### src/rtl/core/rbp_pkg.sv
`default_nettype none

package rbp_pkg;

  localparam int unsigned CordicStagesDef = 16;

  // 1/gain, Q0.30
  localparam logic [29:0] Invk = 30'd652032874;

  typedef struct packed {
    logic signed [33:0] x;
    logic signed [33:0] y;
    logic signed [33:0] z;
    logic signed [15:0] heading;
    logic signed [31:0] rx;
    logic signed [31:0] ry;
    logic signed [31:0] lx;
    logic signed [31:0] ly;
    logic        [7:0]  tag;
  } rot_t;

  typedef struct packed {
    logic signed [47:0] x;
    logic signed [47:0] y;
    logic signed [33:0] z;
    logic signed [15:0] heading;
    logic        [7:0]  tag;
  } vec_t;

  function automatic logic [31:0] ang_f(input int unsigned i);
    logic [31:0] a;
    case (i)
      0:  a = 32'h20000000;
      1:  a = 32'h12E4051E;
      2:  a = 32'h09FB385B;
      3:  a = 32'h051111D4;
      4:  a = 32'h028B0D43;
      5:  a = 32'h0145D7E1;
      6:  a = 32'h00A2F61E;
      7:  a = 32'h00517C55;
      8:  a = 32'h0028BE53;
      9:  a = 32'h00145F2F;
      10: a = 32'h000A2F98;
      11: a = 32'h000517CC;
      12: a = 32'h00028BE6;
      13: a = 32'h000145F3;
      14: a = 32'h0000A2F9;
      15: a = 32'h0000517D;
      16: a = 32'h000028BE;
      17: a = 32'h0000145F;
      18: a = 32'h00000A30;
      19: a = 32'h00000518;
      20: a = 32'h0000028C;
      21: a = 32'h00000146;
      22: a = 32'h000000A3;
      23: a = 32'h00000051;
      24: a = 32'h00000029;
      25: a = 32'h00000014;
      26: a = 32'h0000000A;
      27: a = 32'h00000005;
      28: a = 32'h00000003;
      29: a = 32'h00000001;
      30: a = 32'h00000001;
      default: a = 32'h00000000;
    endcase
    return a;
  endfunction

endpackage

`default_nettype wire

### src/rtl/core/rbp_rot_cell.sv
`default_nettype none

module rbp_rot_cell #(
  parameter int unsigned Stage = 0
) (
  input  wire logic        clk_i,
  input  wire logic        rst_ni,
  input  wire logic        en_i,
  input  wire logic        valid_i,
  input  wire rbp_pkg::rot_t data_i,
  output logic             valid_o,
  output rbp_pkg::rot_t    data_o
);

  localparam logic signed [33:0] Ang = $signed({2'b00, rbp_pkg::ang_f(Stage)});

  logic          valid_q;
  rbp_pkg::rot_t data_d, data_q;

  always_comb begin
    data_d = data_i;
    if (data_i.z >= 0) begin
      data_d.x = data_i.x - (data_i.y >>> Stage);
      data_d.y = data_i.y + (data_i.x >>> Stage);
      data_d.z = data_i.z - Ang;
    end else begin
      data_d.x = data_i.x + (data_i.y >>> Stage);
      data_d.y = data_i.y - (data_i.x >>> Stage);
      data_d.z = data_i.z + Ang;
    end
  end

  always_ff @(posedge clk_i or negedge rst_ni) begin
    if (!rst_ni) begin
      valid_q <= 1'b0;
    end else if (en_i) begin
      valid_q <= valid_i;
    end
  end

  always_ff @(posedge clk_i) begin
    if (en_i) begin
      data_q <= data_d;
    end
  end

  assign valid_o = valid_q;
  assign data_o  = data_q;

endmodule

`default_nettype wire

### config.mk
export PLATFORM = sky130hd
export DESIGN_NAME = rbp_rot_cell
export DESIGN_NICKNAME = d
export VERILOG_FILES = /design/src/rtl/core/rbp_pkg.sv /design/src/rtl/core/rbp_rot_cell.sv
export SDC_FILE = /design/constraint.sdc
export NUM_CORES = 1
export LEC_CHECK = 0
export BUFFER_PORTS_ARGS = -buffer_cell sky130_fd_sc_hd__buf_2
export CAP_MARGIN = 40
export CORE_AREA = 2 2 200 202
export DETAILED_ROUTE_END_ITERATION = 16
export DIE_AREA = 0 0 202 204
export PLACE_DENSITY = 0.7
export SYNTH_ARGS = -nofsm -noshare
export SYNTH_HDL_FRONTEND = slang
export SYNTH_SLANG_ARGS = --single-unit
### constraint.sdc
create_clock -name clk_i -period 1.7 [get_ports clk_i]
set_input_delay 0.34 -clock clk_i [delete_from_list [all_inputs] [get_ports clk_i]]
set_output_delay 0.34 -clock clk_i [all_outputs]
set_load 0.01 [all_outputs]
==> reports/qor.csv <==
metric;value;unit
Synthesis Warnings;0;
slew margin rel.;0.599;
Avg Cell Area, Syn;11.6;sq um
H-tree depth;1;
CTS tree;yes;
violated checks;setup timing;
HPWL after detailed placement;50600;um
Post-layout nets;2699;
Root Driver;clkbuf_16;
CTS Sinks;254;
die height;204;um
worst endpoint required time;1.99;ns
Residual DRC;0;
Rows;73;
Synth Area in Simple Gates;0.0961;
final core occ;0.651;
Tcrit/Tclk final;1.43;
Worst VDD drop;527;uV
crit end category;flip-flop;
Clock Tree Buf Depth;3;
Mapped Cells;1187;
FFs w/ async S/R, synth;0.00394;
ys flop type;edfxtp_1;
via count;14900;
max cap viols;0;
Synth Register Bits;254;
post-synthesis compound-gate area fraction;0.151;
Crit Path Class;in2reg;
most frequent cells in the layout;492 x buf_2, 428 x buf_4, 253 x edfxtp_1, 162 x dlygate4sd3_1, 77 x a21oi_1;
vias per cell;5.17;
WL/cell;23.8;um
Power Density;837;mW/mm^2
commonest non-fill, non-tap cell in the layout;buf_2;
unrepaired setup endpoints after global routing;yes;
DRT Pass-1 Iters;5;
FF/Latch Area;0.00762;sq mm
vias in the first global route;15000;
Mapped Nets;1553;
Total Power;21300;uW
synthesized cell area;0.0138;sq mm
I/O pins;513;
CP dominant cell by count;buf_4;
Slowest cell on crit path;or3_4;
fin worst setup slack;-0.725;ns
final setup fails;70;
post-synthesis mux area share;0.0146;
sequential share of the synthesized area;0.552;
Die Wd;202;um
Largest stage delay, worst path;0.42;ns
outcome;complete, but fails checks;
Overflow after GRT;0;
die area;0.0412;sq mm
main combinational cell family by area after synthesis;compound AO/OA/AOI/OAI gates;
crit path max fanout;4;
GP Congestion;0.946;
f_max;0.412;GHz
worst slew pin tran;0.597;ns
worst hold slack;0.0337;ns
Starting DRT DRC Count;1223;
number of port buffers;512;
antenna violations before repair;3;
pin count of the biggest net entering global routing;57;
DRT antenna net count;0;
Distinct cells, synth;84;
drt total wl;68400;um
share of cells above drive strength 1;0.567;
worst hold path class;in2reg;
clock skew;0;ns
global-route wire length before repair;96400;um
Total GRT Usage;0.315;
TritonCTS Buffers;28;
clk_lat worst skew;0.54;ns
Starting Density;0.352;
CTS clk-pin slew, worst paths;0.06;ns
Pleak;0.0113;uW
Area growth syn-to-layout;84.8;%
final slew viol count;0;
fillcell total;2935;
xor and xnor area share after synthesis;0.0431;
final hold vios;0;
CP startpoint kind;primary input;
minimum clock period;2.42;ns
core area;0.0392;sq mm
multi-input logic area;0.00737;sq mm
Post-synth EDFFs;253;
crit path DAT;2.71;ns
synthesized-area fraction occupied by adder cells;0.100;
critical-path cell list;buf_12 -> inv_6 -> ha_4 -> nor2b_4 -> o311a_1 -> a31oi_1 -> buf_4 -> a31oi_4 -> or3_4 -> a311oi_4 -> buf_4 -> mux2i_1 -> xnor2_1;
[path summary, 6_finish.rpt]
path / start / to / slack [ns] / depth (start not counted)
worst max register to register: valid_o / valid_o / 0.93 / 1
min in group asynchronous: rst_ni / valid_o / 0.11 / 2
worst max-delay path: data_i[187] / data_o[243] / -0.72 / 13
max in group asynchronous: rst_ni / valid_o / 1.50 / 2
worst min register to register: valid_o / valid_o / 0.54 / 1
worst min-delay path: valid_i / valid_o / 0.03 / 2
[routing by layer]
layer,track usage,wire (um),up-vias
li1,-,-,6658
met1,0.391,26900,7303
met2,0.526,32400,726
met3,0.0480,4510,193
met4,0.176,4520,4
met5,0,27,-
[cells by family after synthesis]
family                     count (synthesis)
AOI/OAI and AO/OA                        324
xor gates and xnor gates                  68
adders and majority gates                108
buffers and inverters                    148
DFF                                      254
muxes                                     20
and+or+nand+nor                          265
[report_power, final]
part	switching (uW)	total, uW	internal [uW]	leakage, uW
logic	3640	7000	3360	0.00836
registers	306	8010	7710	0.00249
clock network	2730	6330	3600	0.000430
total	6680	21300	14700	0.0113
[repair_timing]
item / CTS / global route
gates cloned: 7 / 0
pin swaps: 112 / 102
gates resized for setup: 215 / 153
endpoints found under the setup margin: 70 / 70
endpoints found under the hold margin: 162 / 0
hold buffers: 162 / 0
buffers inserted: 44 / 26
[cell usage after synthesis, drive strengths merged, types with 5 or more instances]
master	count	area [sq um]
xor2	11	96.3
o211ai	8	60.1
and2	9	56.3
a221oi	6	52.6
nand2	52	195
mux2i	19	190
inv	103	389
nor4	15	100
edfxtp	253	7600
a311oi	5	67.6
nand4	11	75.1
clkbuf	20	75.1
xnor2	57	499
a21o	19	143
o21bai	23	173
or4	5	37.5
o31a	5	43.8
nor3	30	160
a211oi	8	65.1
o21ai	70	354
or3	8	55.1
nand3	16	80.1
ha	104	1300
nor2b	12	75.1
nor2	78	293
buf	23	126
a31oi	11	83.8
a21oi	127	643
nand2b	13	81.3
[cell type report]
cell class / instances / share of cell area
Clock buffer: 31 / 0.0287
Multi-Input combinational cell: 785 / 0.289
Tap cell: 525 / 0.0257
Clock inverter: 19 / 0.00814
Timing Repair Buffer: 1159 / 0.331
Inverter: 105 / 0.0188
Antenna cell: 2 / 0.000196
Sequential cell: 254 / 0.299
[through the flow]
stage / area [sq um] / instances / worst slack [ns] / TNS (ns)
2_1_floorplan: 14700 / 1187 / -1.09 / -39.56
6_report: 25500 / 2880 / -0.725 / -36.50
4_1_cts: 24800 / 2861 / -0.670 / -33.16
5_1_grt: 25500 / 2878 / -0.802 / -38.78
3_3_place_gp: 20700 / 2602 / -1.59 / -98.63
3_5_place_dp: 20700 / 2602 / -1.54 / -97.08
[worst max-delay path, delay by kind of cell]
family	cells	cell delay, ns
AO/OA/AOI/OAI	4	0.92
XOR/XNOR	1	0.15
buffers and inverters	4	0.48
multiplexers	1	0.07
AND/OR/NAND/NOR	2	0.46
adder cells (fa/ha/maj)	1	0.27
[sequential cells by signal, indices dropped and copies added, names as in the netlist]
signal	flops
valid_o	1
data_o	253
No activity file was read; power rests on OpenSTA's default activity.
