===== src/rtl/core/rbp_pkg.sv =====
`default_nettype none

package rbp_pkg;

  localparam int unsigned CordicStagesDef = 16;

  // 1/gain, Q0.30
  localparam logic [29:0] Invk = 30'd652032874;

  typedef struct packed {
    logic signed [33:0] x;
    logic signed [33:0] y;
    logic signed [33:0] z;
    logic signed [15:0] heading;
    logic signed [31:0] rx;
    logic signed [31:0] ry;
    logic signed [31:0] lx;
    logic signed [31:0] ly;
    logic        [7:0]  tag;
  } rot_t;

  typedef struct packed {
    logic signed [47:0] x;
    logic signed [47:0] y;
    logic signed [33:0] z;
    logic signed [15:0] heading;
    logic        [7:0]  tag;
  } vec_t;

  function automatic logic [31:0] ang_f(input int unsigned i);
    logic [31:0] a;
    case (i)
      0:  a = 32'h20000000;
      1:  a = 32'h12E4051E;
      2:  a = 32'h09FB385B;
      3:  a = 32'h051111D4;
      4:  a = 32'h028B0D43;
      5:  a = 32'h0145D7E1;
      6:  a = 32'h00A2F61E;
      7:  a = 32'h00517C55;
      8:  a = 32'h0028BE53;
      9:  a = 32'h00145F2F;
      10: a = 32'h000A2F98;
      11: a = 32'h000517CC;
      12: a = 32'h00028BE6;
      13: a = 32'h000145F3;
      14: a = 32'h0000A2F9;
      15: a = 32'h0000517D;
      16: a = 32'h000028BE;
      17: a = 32'h0000145F;
      18: a = 32'h00000A30;
      19: a = 32'h00000518;
      20: a = 32'h0000028C;
      21: a = 32'h00000146;
      22: a = 32'h000000A3;
      23: a = 32'h00000051;
      24: a = 32'h00000029;
      25: a = 32'h00000014;
      26: a = 32'h0000000A;
      27: a = 32'h00000005;
      28: a = 32'h00000003;
      29: a = 32'h00000001;
      30: a = 32'h00000001;
      default: a = 32'h00000000;
    endcase
    return a;
  endfunction

endpackage

`default_nettype wire


===== src/rtl/core/rbp_vec_cell.sv =====
`default_nettype none

module rbp_vec_cell #(
  parameter int unsigned Stage = 0
) (
  input  wire logic        clk_i,
  input  wire logic        rst_ni,
  input  wire logic        en_i,
  input  wire logic        valid_i,
  input  wire rbp_pkg::vec_t data_i,
  output logic             valid_o,
  output rbp_pkg::vec_t    data_o
);

  localparam logic signed [33:0] Ang = $signed({2'b00, rbp_pkg::ang_f(Stage)});

  logic          valid_q;
  rbp_pkg::vec_t data_d, data_q;

  always_comb begin
    data_d = data_i;
    if (data_i.y >= 0) begin
      data_d.x = data_i.x + (data_i.y >>> Stage);
      data_d.y = data_i.y - (data_i.x >>> Stage);
      data_d.z = data_i.z + Ang;
    end else begin
      data_d.x = data_i.x - (data_i.y >>> Stage);
      data_d.y = data_i.y + (data_i.x >>> Stage);
      data_d.z = data_i.z - Ang;
    end
  end

  always_ff @(posedge clk_i or negedge rst_ni) begin
    if (!rst_ni) begin
      valid_q <= 1'b0;
    end else if (en_i) begin
      valid_q <= valid_i;
    end
  end

  always_ff @(posedge clk_i) begin
    if (en_i) begin
      data_q <= data_d;
    end
  end

  assign valid_o = valid_q;
  assign data_o  = data_q;

endmodule

`default_nettype wire


===== config.mk =====
export PLATFORM = sky130hd
export DESIGN_NAME = rbp_vec_cell
export DESIGN_NICKNAME = d
export VERILOG_FILES = /design/src/rtl/core/rbp_pkg.sv /design/src/rtl/core/rbp_vec_cell.sv
export SDC_FILE = /design/constraint.sdc
export NUM_CORES = 1
export LEC_CHECK = 0
export ABC_AREA = 1
export BUFFER_PORTS_ARGS = -buffer_cell sky130_fd_sc_hd__clkbuf_2
export CORE_UTILIZATION = 35
export CTS_BUF_LIST = sky130_fd_sc_hd__clkbuf_2 sky130_fd_sc_hd__clkbuf_4 sky130_fd_sc_hd__clkbuf_8
export DETAILED_ROUTE_END_ITERATION = 6
export SYNTH_ARGS = -nofsm -noshare
export SYNTH_HDL_FRONTEND = slang
export SYNTH_SLANG_ARGS = --single-unit

===== constraint.sdc =====
create_clock -name clk_i -period 0.9 [get_ports clk_i]
set_input_delay 0.135 -clock clk_i [delete_from_list [all_inputs] [get_ports clk_i]]
set_output_delay 0.135 -clock clk_i [all_outputs]
set_load 0.005 [all_outputs]

==> results of run 1 <==
[cell usage after synthesis, types with 3 or more instances]
cell | count | share of area
buf_1 | 5 | 0.0011
nor2_2 | 31 | 0.011
buf_2 | 16 | 0.0046
inv_2 | 4 | 0.00086
nand3_1 | 245 | 0.070
nor2_4 | 3 | 0.0019
o21ai_1 | 4 | 0.0011
nor2_1 | 232 | 0.050
xor2_1 | 37 | 0.019
nor3_1 | 12 | 0.0034
and2_1 | 5 | 0.0018
o21ai_0 | 73 | 0.021
nand2_2 | 14 | 0.0050
nand2_1 | 1039 | 0.22
buf_4 | 29 | 0.013
nand4_1 | 40 | 0.014
nor3_2 | 3 | 0.0017
inv_1 | 554 | 0.12
o21bai_1 | 28 | 0.012
clkbuf_1 | 13 | 0.0028
a21oi_1 | 131 | 0.038
edfxtp_1 | 153 | 0.26
fa_1 | 4 | 0.0046
ha_1 | 144 | 0.10
[flip-flops by register name (all words and copies together), names as in the netlist]
| signal | flops |
|---|---|
| data_o | 153 |
| valid_o | 1 |
[timing repair]
item | in CTS | in global routing
endpoints found under the setup margin | 248 | 261
hold endpoints to repair | 61 | 0
gates resized for setup | 937 | 530
pin swaps | 421 | 320
cloned | 0 | 1
hold buffers | 59 | 0
buffers inserted | 110 | 76
[worst max-delay path: cells and delay by family]
| kind | cells | cell delay, ns |
|---|---|---|
| buffers and inverters | 4 | 0.38 |
| adder cells (fa/ha/maj) | 1 | 0.37 |
| AND/OR/NAND/NOR | 12 | 1.06 |
[layout make-up]
class / instances / share of cell area
multi-input combinational: 2065 / 0.478
timing repair buffer: 1070 / 0.276
sequential: 154 / 0.138
inverter: 559 / 0.0700
tap: 664 / 0.0248
clock buffer: 17 / 0.00698
clock inverter: 15 / 0.00579
antenna: 1 / 0.0000747
[how the worst min path moves through the flow]
stage / from / to / cells after the start
finish: data_i[56] / data_o[56] / 3
global route: data_i[56] / data_o[56] / 3
CTS: data_i[56] / data_o[56] / 3
detailed placement: rst_ni / valid_o / 1
global placement: rst_ni / valid_o / 1
floorplan: rst_ni / valid_o / 0
[metrics by stage]
stage	total power, uW	area, um2
6_report	36500	33500
5_1_grt	38100	33500
4_1_cts	34300	31100
3_5_place_dp	25000	25900
3_3_place_gp	24800	25900
2_1_floorplan	17500	19800
[layer usage]
| metal | part of all wire | up-vias |
|---|---|---|
| li1 | - | 10874 |
| met1 | 0.41 | 10848 |
| met2 | 0.48 | 844 |
| met3 | 0.056 | 190 |
| met4 | 0.046 | 0 |
| met5 | 0 | - |
[power by group through the flow]
stage	clock network (uW)	logic [uW]	registers [uW]
detailed placement	0	15500	9520
CTS	6190	18700	9360
global placement	0	15300	9510
finish	6150	21000	9370
global route	6370	22300	9430
floorplan	0	8030	9490
[cell families (layout without fill, tap and decap cells)]
kind of cell    count (synthesis)  after routing  share of synthesized area
compound gates                243            243                     0.0750
xor+xnor                       39             39                     0.0196
fa+ha+maj                     148            148                      0.108
buf+inv                       624           1661                      0.143
flops                         154            154                      0.265
mux                             3              3                    0.00180
other cells                     0              1                          0
simple gates                 1632           1632                      0.387
==> metrics.md, run 1 <==
| Metric | Value |
|---|---|
| Status | `finished with violations` |
| Failing checks | `setup timing` |
| Worst hold slack | `between 0.06 and 0.07 ns` |
| Number of clock buffers inserted by TritonCTS | `17` |
| GR peak layer | `met2` |
| Critical-path top delay cell | `ha_4` |
| Req. time, crit path | `approximately 1.2 ns` |
| Sw frac | `0.438` |
| Hpwl dp | `roughly 73000 um` |
| Initial core utilization | `0.355` |
| Layout Nets | `4173` |
| Most frequent cells in the layout | `nand2_1, buf_4, inv_1` |
| Share of cells above drive strength 1 | `0.581` |
| Lkg Pwr | `0.0169 uW` |
| Yosys warnings | `0` |
| CP Launch Type | `input port` |
| I/O pins | `between 300 and 400` |
| CP Class | `input port to flip-flop` |
| RR Endpoint | `valid_o` |
| DRC violations left | `0` |
| CP max stage delay | `~0.37 ns` |
| Gate Count Post-Synth | `roughly 2800` |
| PD cells | `between 1000 and 1500 nW/um2` |
| Pre-CTS setup slack | `-1.51 ns` |
| Filler cells | `4108` |
| Clock slew at reported path FFs | `~0.10 ns` |
| Multi-input gate area | `16000 um2` |
| Avg Cell Area, Syn | `~6.1 um2` |
| Critical path fanouts, max | `6` |
| Area Overhead vs Synth | `92.4%` |
| Total grt overflow | `0` |
| Final Hold Vio Count | `0` |
| Vias in the first global route | `about 23000` |
| Clock sinks | `between 150 and 200` |
| Non-filler cells, final | `approximately 4500` |
| Via count | `approximately 23000` |
| Crit path to | `data_o[91]` |
| Die span in y | `225 um` |
| NetSw | `16000 uW` |
| Max Cap Violations | `0` |
| Post-synth top flop | `edfxtp_1` |
| Maximum clock insertion buffer count | `2` |
| Gpl congestion | `0.980` |
| Worst reg2reg startpoint | `valid_o` |
| Final setup TNS | `-102.08 ns` |
| CP startpoint | `data_i[67]` |
| Drt pass-1 iters | `6` |
| EDFF count, synth | `roughly 150` |
| Hold crit path type | `input port to flip-flop` |
| Worst IR Drop VDD | `approximately 0.7 mV` |
| Post-layout util | `0.683` |
| Fin crit share | `1.79` |
| Final WS setup | `-0.714 ns` |
| Clk pwr share | `0.169` |
| GRT Total Usage | `0.349` |
| Met2 Resource Use GR | `0.598` |
| Routed length per instance | `between 20 and 25 um` |
| Seq pwr share | `0.257` |
| Post-Syn Area | `17400 um2` |
| RSZ-0062 raised after global routing | `true` |
| ANT nets after route | `0` |
| Met1 usage | `0.435` |
| Post-layout minimum cycle time | `1.61 ns` |
| Die width | `roughly 230 um` |
| Core area | `a little under 50000 um2` |
| Least-Margin Pin Slew | `0.703 ns` |
| Register area share after synthesis | `0.265` |
| Num rows | `81` |
| DR iter-0 viols | `1534` |
| Clk_skew | `0 ns` |
| Max-slew headroom | `0.526` |
| First-pass GRT wire length | `130000 um` |
| Clock Tree Root | `clkbuf_8` |
| Most common cell after layout, fill and taps aside | `nand2_1` |
| WP data arrival | `1.95 ns` |
| Port buffer count | `~310` |
| CP Cell Sequence | `clkbuf_2 > inv_2 > ha_4 > nand2_4 > nor2_4 > inv_2 > buf_4 > nor2_4 > nand2_2 > nor2_2 > nand2_1 > nand2_1 > nor2_2 > nand2_1 > nand2_1 > nand3_2 > nand2_2` |
| Async SR Flop Fraction | `0.00649` |
| Number of synthesized register bits | `~150` |
| Routed vias/inst | `around 5.0` |
| Largest net degree at the start of global routing | `33` |
| TritonCTS clock tree | `built` |
| H-tree Lvls | `4` |
| Most numerous cell on the critical path | `nand2_1` |
| Register area | `4620 um2` |
| Netlist cell types | `between 40 and 50` |
| Pint | `between 20000 and 25000 uW` |
| DP Cell Count | `4298` |
| Final setup fails | `roughly 250` |
| Endpoint class of the critical path | `flip-flop` |
| Comb power frac | `0.575` |
| R2R cell count | `1` |
| Initial antenna violation count | `2` |
| Met3 usage | `0.0383` |
| Highest Clock Rate | `between 600 and 700 MHz` |
| Synth Net Count | `between 3000 and 4000` |
| DIE AREA | `50600 um2` |
| Drt total wl | `between 90000 and 100000 um` |
| Worst reg-to-reg setup slack | `approximately 0.16 ns` |
| Final Slew Violations | `0` |
| Worst-Skew Late Latency | `about 0.57 ns` |
No activity file was read; power rests on OpenSTA's default activity.
==> run 2: changes to the inputs <==
Settings changed: CAP_MARGIN set to 10, CORE_UTILIZATION 35 to 51, PLACE_DENSITY set to 0.74.
==> run 2 against run 1 <==
Against the previous run:
- the flow now stops in 5_1_grt
- synthesized area is the same
- synthesized cell count is the same
==> metrics.md, run 2 <==
| Metric | Value |
|---|---|
| Die width | `187 um (-17%)` |
| Post-synth top flop | `edfxtp_1` |
| Count leader, synth | `nand2_1` |
| Netlist cell types | `41 (unchanged)` |
| Async SR Flop Fraction | `0.00649 (unchanged)` |
| Die span in y | `187 um (-17%)` |
| Post-Syn Area | `17400 um2 (unchanged)` |
| GRT Total Usage | `0.988` |
| Initial core utilization | `0.519 (+0.164)` |
| Synth Net Count | `3149 (unchanged)` |
| Clock sinks | `154 (unchanged)` |
| Worst endpoint, post-GRT repair | `data_o[75]$_DFFE_PP_/D` |
| Num rows | `67 (-17%)` |
| Hpwl dp | `64800 um (-11%)` |
| Placed Area | `25000 um2 (-3.4%)` |
| Most instantiated cells after synthesis | `nand2_1, inv_1, nand3_1, nor2_1, edfxtp_1` |
| I/O pins | `313 (unchanged)` |
| Synth top area share | `0.264 (unchanged)` |
| Synth area leaders | `edfxtp_1, nand2_1, inv_1, ha_1, nand3_1` |
| Clock Tree Root | `clkbuf_8` |
| Gate Count Post-Synth | `2843 (unchanged)` |
| Status | `did not finish` |
| Maximum clock insertion buffer count | `2 (unchanged)` |
| Yosys warnings | `0 (unchanged)` |
| Cell taking the most area after synthesis | `edfxtp_1` |
| Avg Cell Area, Syn | `6.12 um2 (unchanged)` |
| EDFF count, synth | `153 (unchanged)` |
| Register area share after synthesis | `0.265 (unchanged)` |
| Failed at | `5_1_grt` |
| Largest net degree at the start of global routing | `37` |
| Gpl congestion | `1.09 (+11%)` |
| Port buffer count | `312 (unchanged)` |
| Number of synthesized register bits | `154 (unchanged)` |
| First Err | `[ERROR GRT-0232] Routing congestion too high. Check the congestion heatmap in the GUI.` |
| DP Cell Count | `4005 (-6.8%)` |
| Total grt overflow | `around 2500` |
| Number of clock buffers inserted by TritonCTS | `17 (unchanged)` |
| H-tree Lvls | `4 (unchanged)` |
| Worst endpoint type | `register data pin` |
-- run 2: cell counts after synthesis --
No cell type changed its count.
-- run 2: stage by stage --
stage,hold slack [ns],utilization,worst slack (ns)
floorplan,-0.161,-,-0.820
global placement,-0.0908,0.746,-1.40
detailed placement,-0.0889,0.746,-1.45
CTS,0.0562,0.854,-0.689
-- run 2: cells by family after synthesis --
kind of cell    after synthesis  share of synthesized area
fa+ha+maj                   148                      0.108
simple gates               1632                      0.387
mux                           3                    0.00180
flops                       154                      0.265
compound gates              243                     0.0750
xor+xnor                     39                     0.0196
buf+inv                     624                      0.143
-- run 2: metal layers --
layer  global-route usage  overflow
met1                0.898        64
met2                 1.26      1975
met3                0.788        45
met4                 1.07       456
met5                0.497         9
-- run 2: what timing repair did --
action | CTS
setup endpoints to repair | 250
buffers inserted | 62
endpoints found under the hold margin | 56
pin swaps | 238
hold buffers | 57
gates resized for setup | 622
==> run 3: changes to the inputs <==
Settings changed: CORE_UTILIZATION 51 to 36, CTS_BUF_LIST sky130_fd_sc_hd__clkbuf_2 sky130_fd_sc_hd__clkbuf_4 sky130_fd_sc_hd__clkbuf_8 to not set, PLACE_DENSITY 0.74 to not set, PLACE_DENSITY_LB_ADDON set to 0.15.
==> run 3 against run 2 <==
Against the previous run:
- the flow now finishes, with violations (setup timing)
==> metrics.md, run 3 (same netlist as run 1, synthesis figures left out) <==
| Metric | Value |
|---|---|
| Worst hold path stage count | `3` |
| Req. time, crit path | `1.15 ns` |
| I/O pins | `313 (unchanged)` |
| Drt pass-1 iters | `6` |
| Post-layout util | `0.695` |
| Final Hold Vio Count | `0` |
| Clock sinks | `154 (unchanged)` |
| Post-layout minimum cycle time | `approximately 1.7 ns` |
| Pint | `21700 uW` |
| Max Cap Violations | `0` |
| Pre-CTS setup slack | `-1.64 ns (-0.191 ns)` |
| CP Launch Type | `input port` |
| Clock slew at reported path FFs | `around 0.080 ns` |
| R2R cell count | `1` |
| Layout Nets | `~4200` |
| DIE AREA | `between 40000 and 50000 um2` |
| First-pass GRT wire length | `around 130000 um` |
| Num rows | `80 (+19%)` |
| Hold crit path type | `input port to flip-flop` |
| H-tree Lvls | `4 (unchanged)` |
| Routed length per instance | `19.8 um` |
| RSZ-0062 raised after global routing | `true` |
| Multi-input gate area | `between 15000 and 20000 um2` |
| Seq pwr share | `0.251` |
| Most common cell after layout, fill and taps aside | `nand2_1` |
| Clk_skew | `0 ns` |
| Drt total wl | `88600 um` |
| Register area | `4620 um2` |
| Final Slew Violations | `0` |
| Worst reg-to-reg setup slack | `approximately 0.14 ns` |
| Endpoint, Worst Hold | `data_o[106]` |
| Hpwl dp | `70400 um (+8.5%)` |
| Total grt overflow | `0` |
| Maximum clock insertion buffer count | `2 (unchanged)` |
| Clock Tree Root | `clkbuf_16` |
| Initial core utilization | `0.365 (-0.155)` |
| Largest net degree at the start of global routing | `48` |
| Min-delay src | `data_i[106]` |
| Via count | `between 20000 and 25000` |
| Most frequent cells in the layout | `nand2_1, buf_4, inv_1` |
| Initial antenna violation count | `0` |
| Worst IR Drop VDD | `around 1.0 mV` |
| Gpl congestion | `1.00 (-8.1%)` |
| Final WS setup | `-0.822 ns` |
| Port buffer count | `312 (unchanged)` |
| Comb power frac | `0.544` |
| RR Endpoint | `valid_o` |
| ANT nets after route | `0` |
| Critical path fanouts, max | `7` |
| PD cells | `1120 nW/um2` |
| Max reg flops | `153` |
| Worst hold slack | `approximately 0.085 ns` |
| Share of cells above drive strength 1 | `0.583` |
| Area Overhead vs Synth | `90.7%` |
| Max-slew headroom | `0.672` |
| Sw frac | `0.420` |
| Highest Clock Rate | `a little under 600 MHz` |
| Vias in the first global route | `approximately 22000` |
| Die span in y | `222 um (+19%)` |
| Antenna fix cells | `0` |
| Least-Margin Pin Slew | `roughly 0.49 ns` |
| Routed vias/inst | `about 5.1` |
| Clk pwr share | `0.206` |
| Endpoint class of the critical path | `flip-flop` |
| DR iter-0 viols | `1668` |
| Status | `finished with violations` |
| TritonCTS clock tree | `built` |
| GRT Total Usage | `0.348` |
| Worst reg2reg startpoint | `valid_o` |
| Core area | `47700 um2` |
| Lkg Pwr | `~0.017 uW` |
| Number of clock buffers inserted by TritonCTS | `17 (unchanged)` |
| Filler cells | `slightly below 4000` |
| Final setup fails | `249` |
| Worst-Skew Late Latency | `~0.48 ns` |
| DRC violations left | `0` |
| Failing checks | `setup timing` |
| Die width | `222 um (+19%)` |
| Fin crit share | `1.91` |
| WP data arrival | `between 1.5 and 2 ns` |
| CP Class | `input port to flip-flop` |
| NetSw | `15700 uW` |
## run 3: worst max path at each step
stage | cells past startpoint | start | slack, ns | endpoint
6_report | 15 | data_i[65] | -0.82 | data_o[140]
5_1_grt | 17 | data_i[72] | -0.85 | data_o[140]
4_1_cts | 15 | data_i[84] | -0.71 | data_o[146]
3_5_place_dp | 14 | data_i[92] | -1.64 | data_o[102]
3_3_place_gp | 14 | data_i[92] | -1.64 | data_o[150]
2_1_floorplan | 14 | data_i[82] | -0.82 | data_o[105]
## run 3: critical path, cell delays in order
cell and delay, ns:
clkbuf_2 0.11, inv_2 0.05, ha_4 0.42, nand2_8 0.09
nor2_4 0.23, and2_4 0.23, nand2_2 0.09, nor2_2 0.14
nand2_1 0.10, nand2_1 0.08, nor2_2 0.04, nand2_1 0.06
nand2_1 0.05, nand3_1 0.09, nand2_1 0.06
## run 3: power groups by stage
stage | clock (uW) | combinational (uW) | sequential [uW]
CTS | 7800 | 18200 | 9350
detailed placement | 0 | 15100 | 9500
finish | 7680 | 20300 | 9370
global placement | 0 | 15000 | 9500
floorplan | 0 | 8030 | 9490
global route | 8010 | 21500 | 9420
## run 3: what timing repair did
item	in CTS	in global routing
hold buffers	57	0
endpoints found under the hold margin	56	0
endpoints found under the setup margin	250	250
gates resized for setup	912	521
buffers inserted	104	77
pin swaps	361	336
## run 3: routing by layer
layer	vias to the layer above	wire length (um)	global-route usage
li1	10813	-	-
met3	160	5020	0.0384
met2	872	43200	0.600
met4	0	3320	0.139
met1	10783	37100	0.444
met5	-	0	0
## run 3: stage by stage
step | total power, uW | TNS, ns | area [um2] | std cells
floorplan | 17500 | -66.12 | 19800 | 2843
global placement | 24500 | -130.70 | 25600 | 4223
detailed placement | 24600 | -132.35 | 25600 | 4223
CTS | 35400 | -90.96 | 30800 | 4402
global route | 38900 | -104.00 | 33200 | 4473
finish | 37300 | -94.25 | 33200 | 4473
## run 3: area by class of cell
type | instances | share of cell area
multi-input combinational | 2065 | 0.484
clock buffer | 17 | 0.0128
tap | 615 | 0.0232
sequential | 154 | 0.139
clock inverter | 15 | 0.00516
inverter | 559 | 0.0695
timing repair buffer | 1048 | 0.266
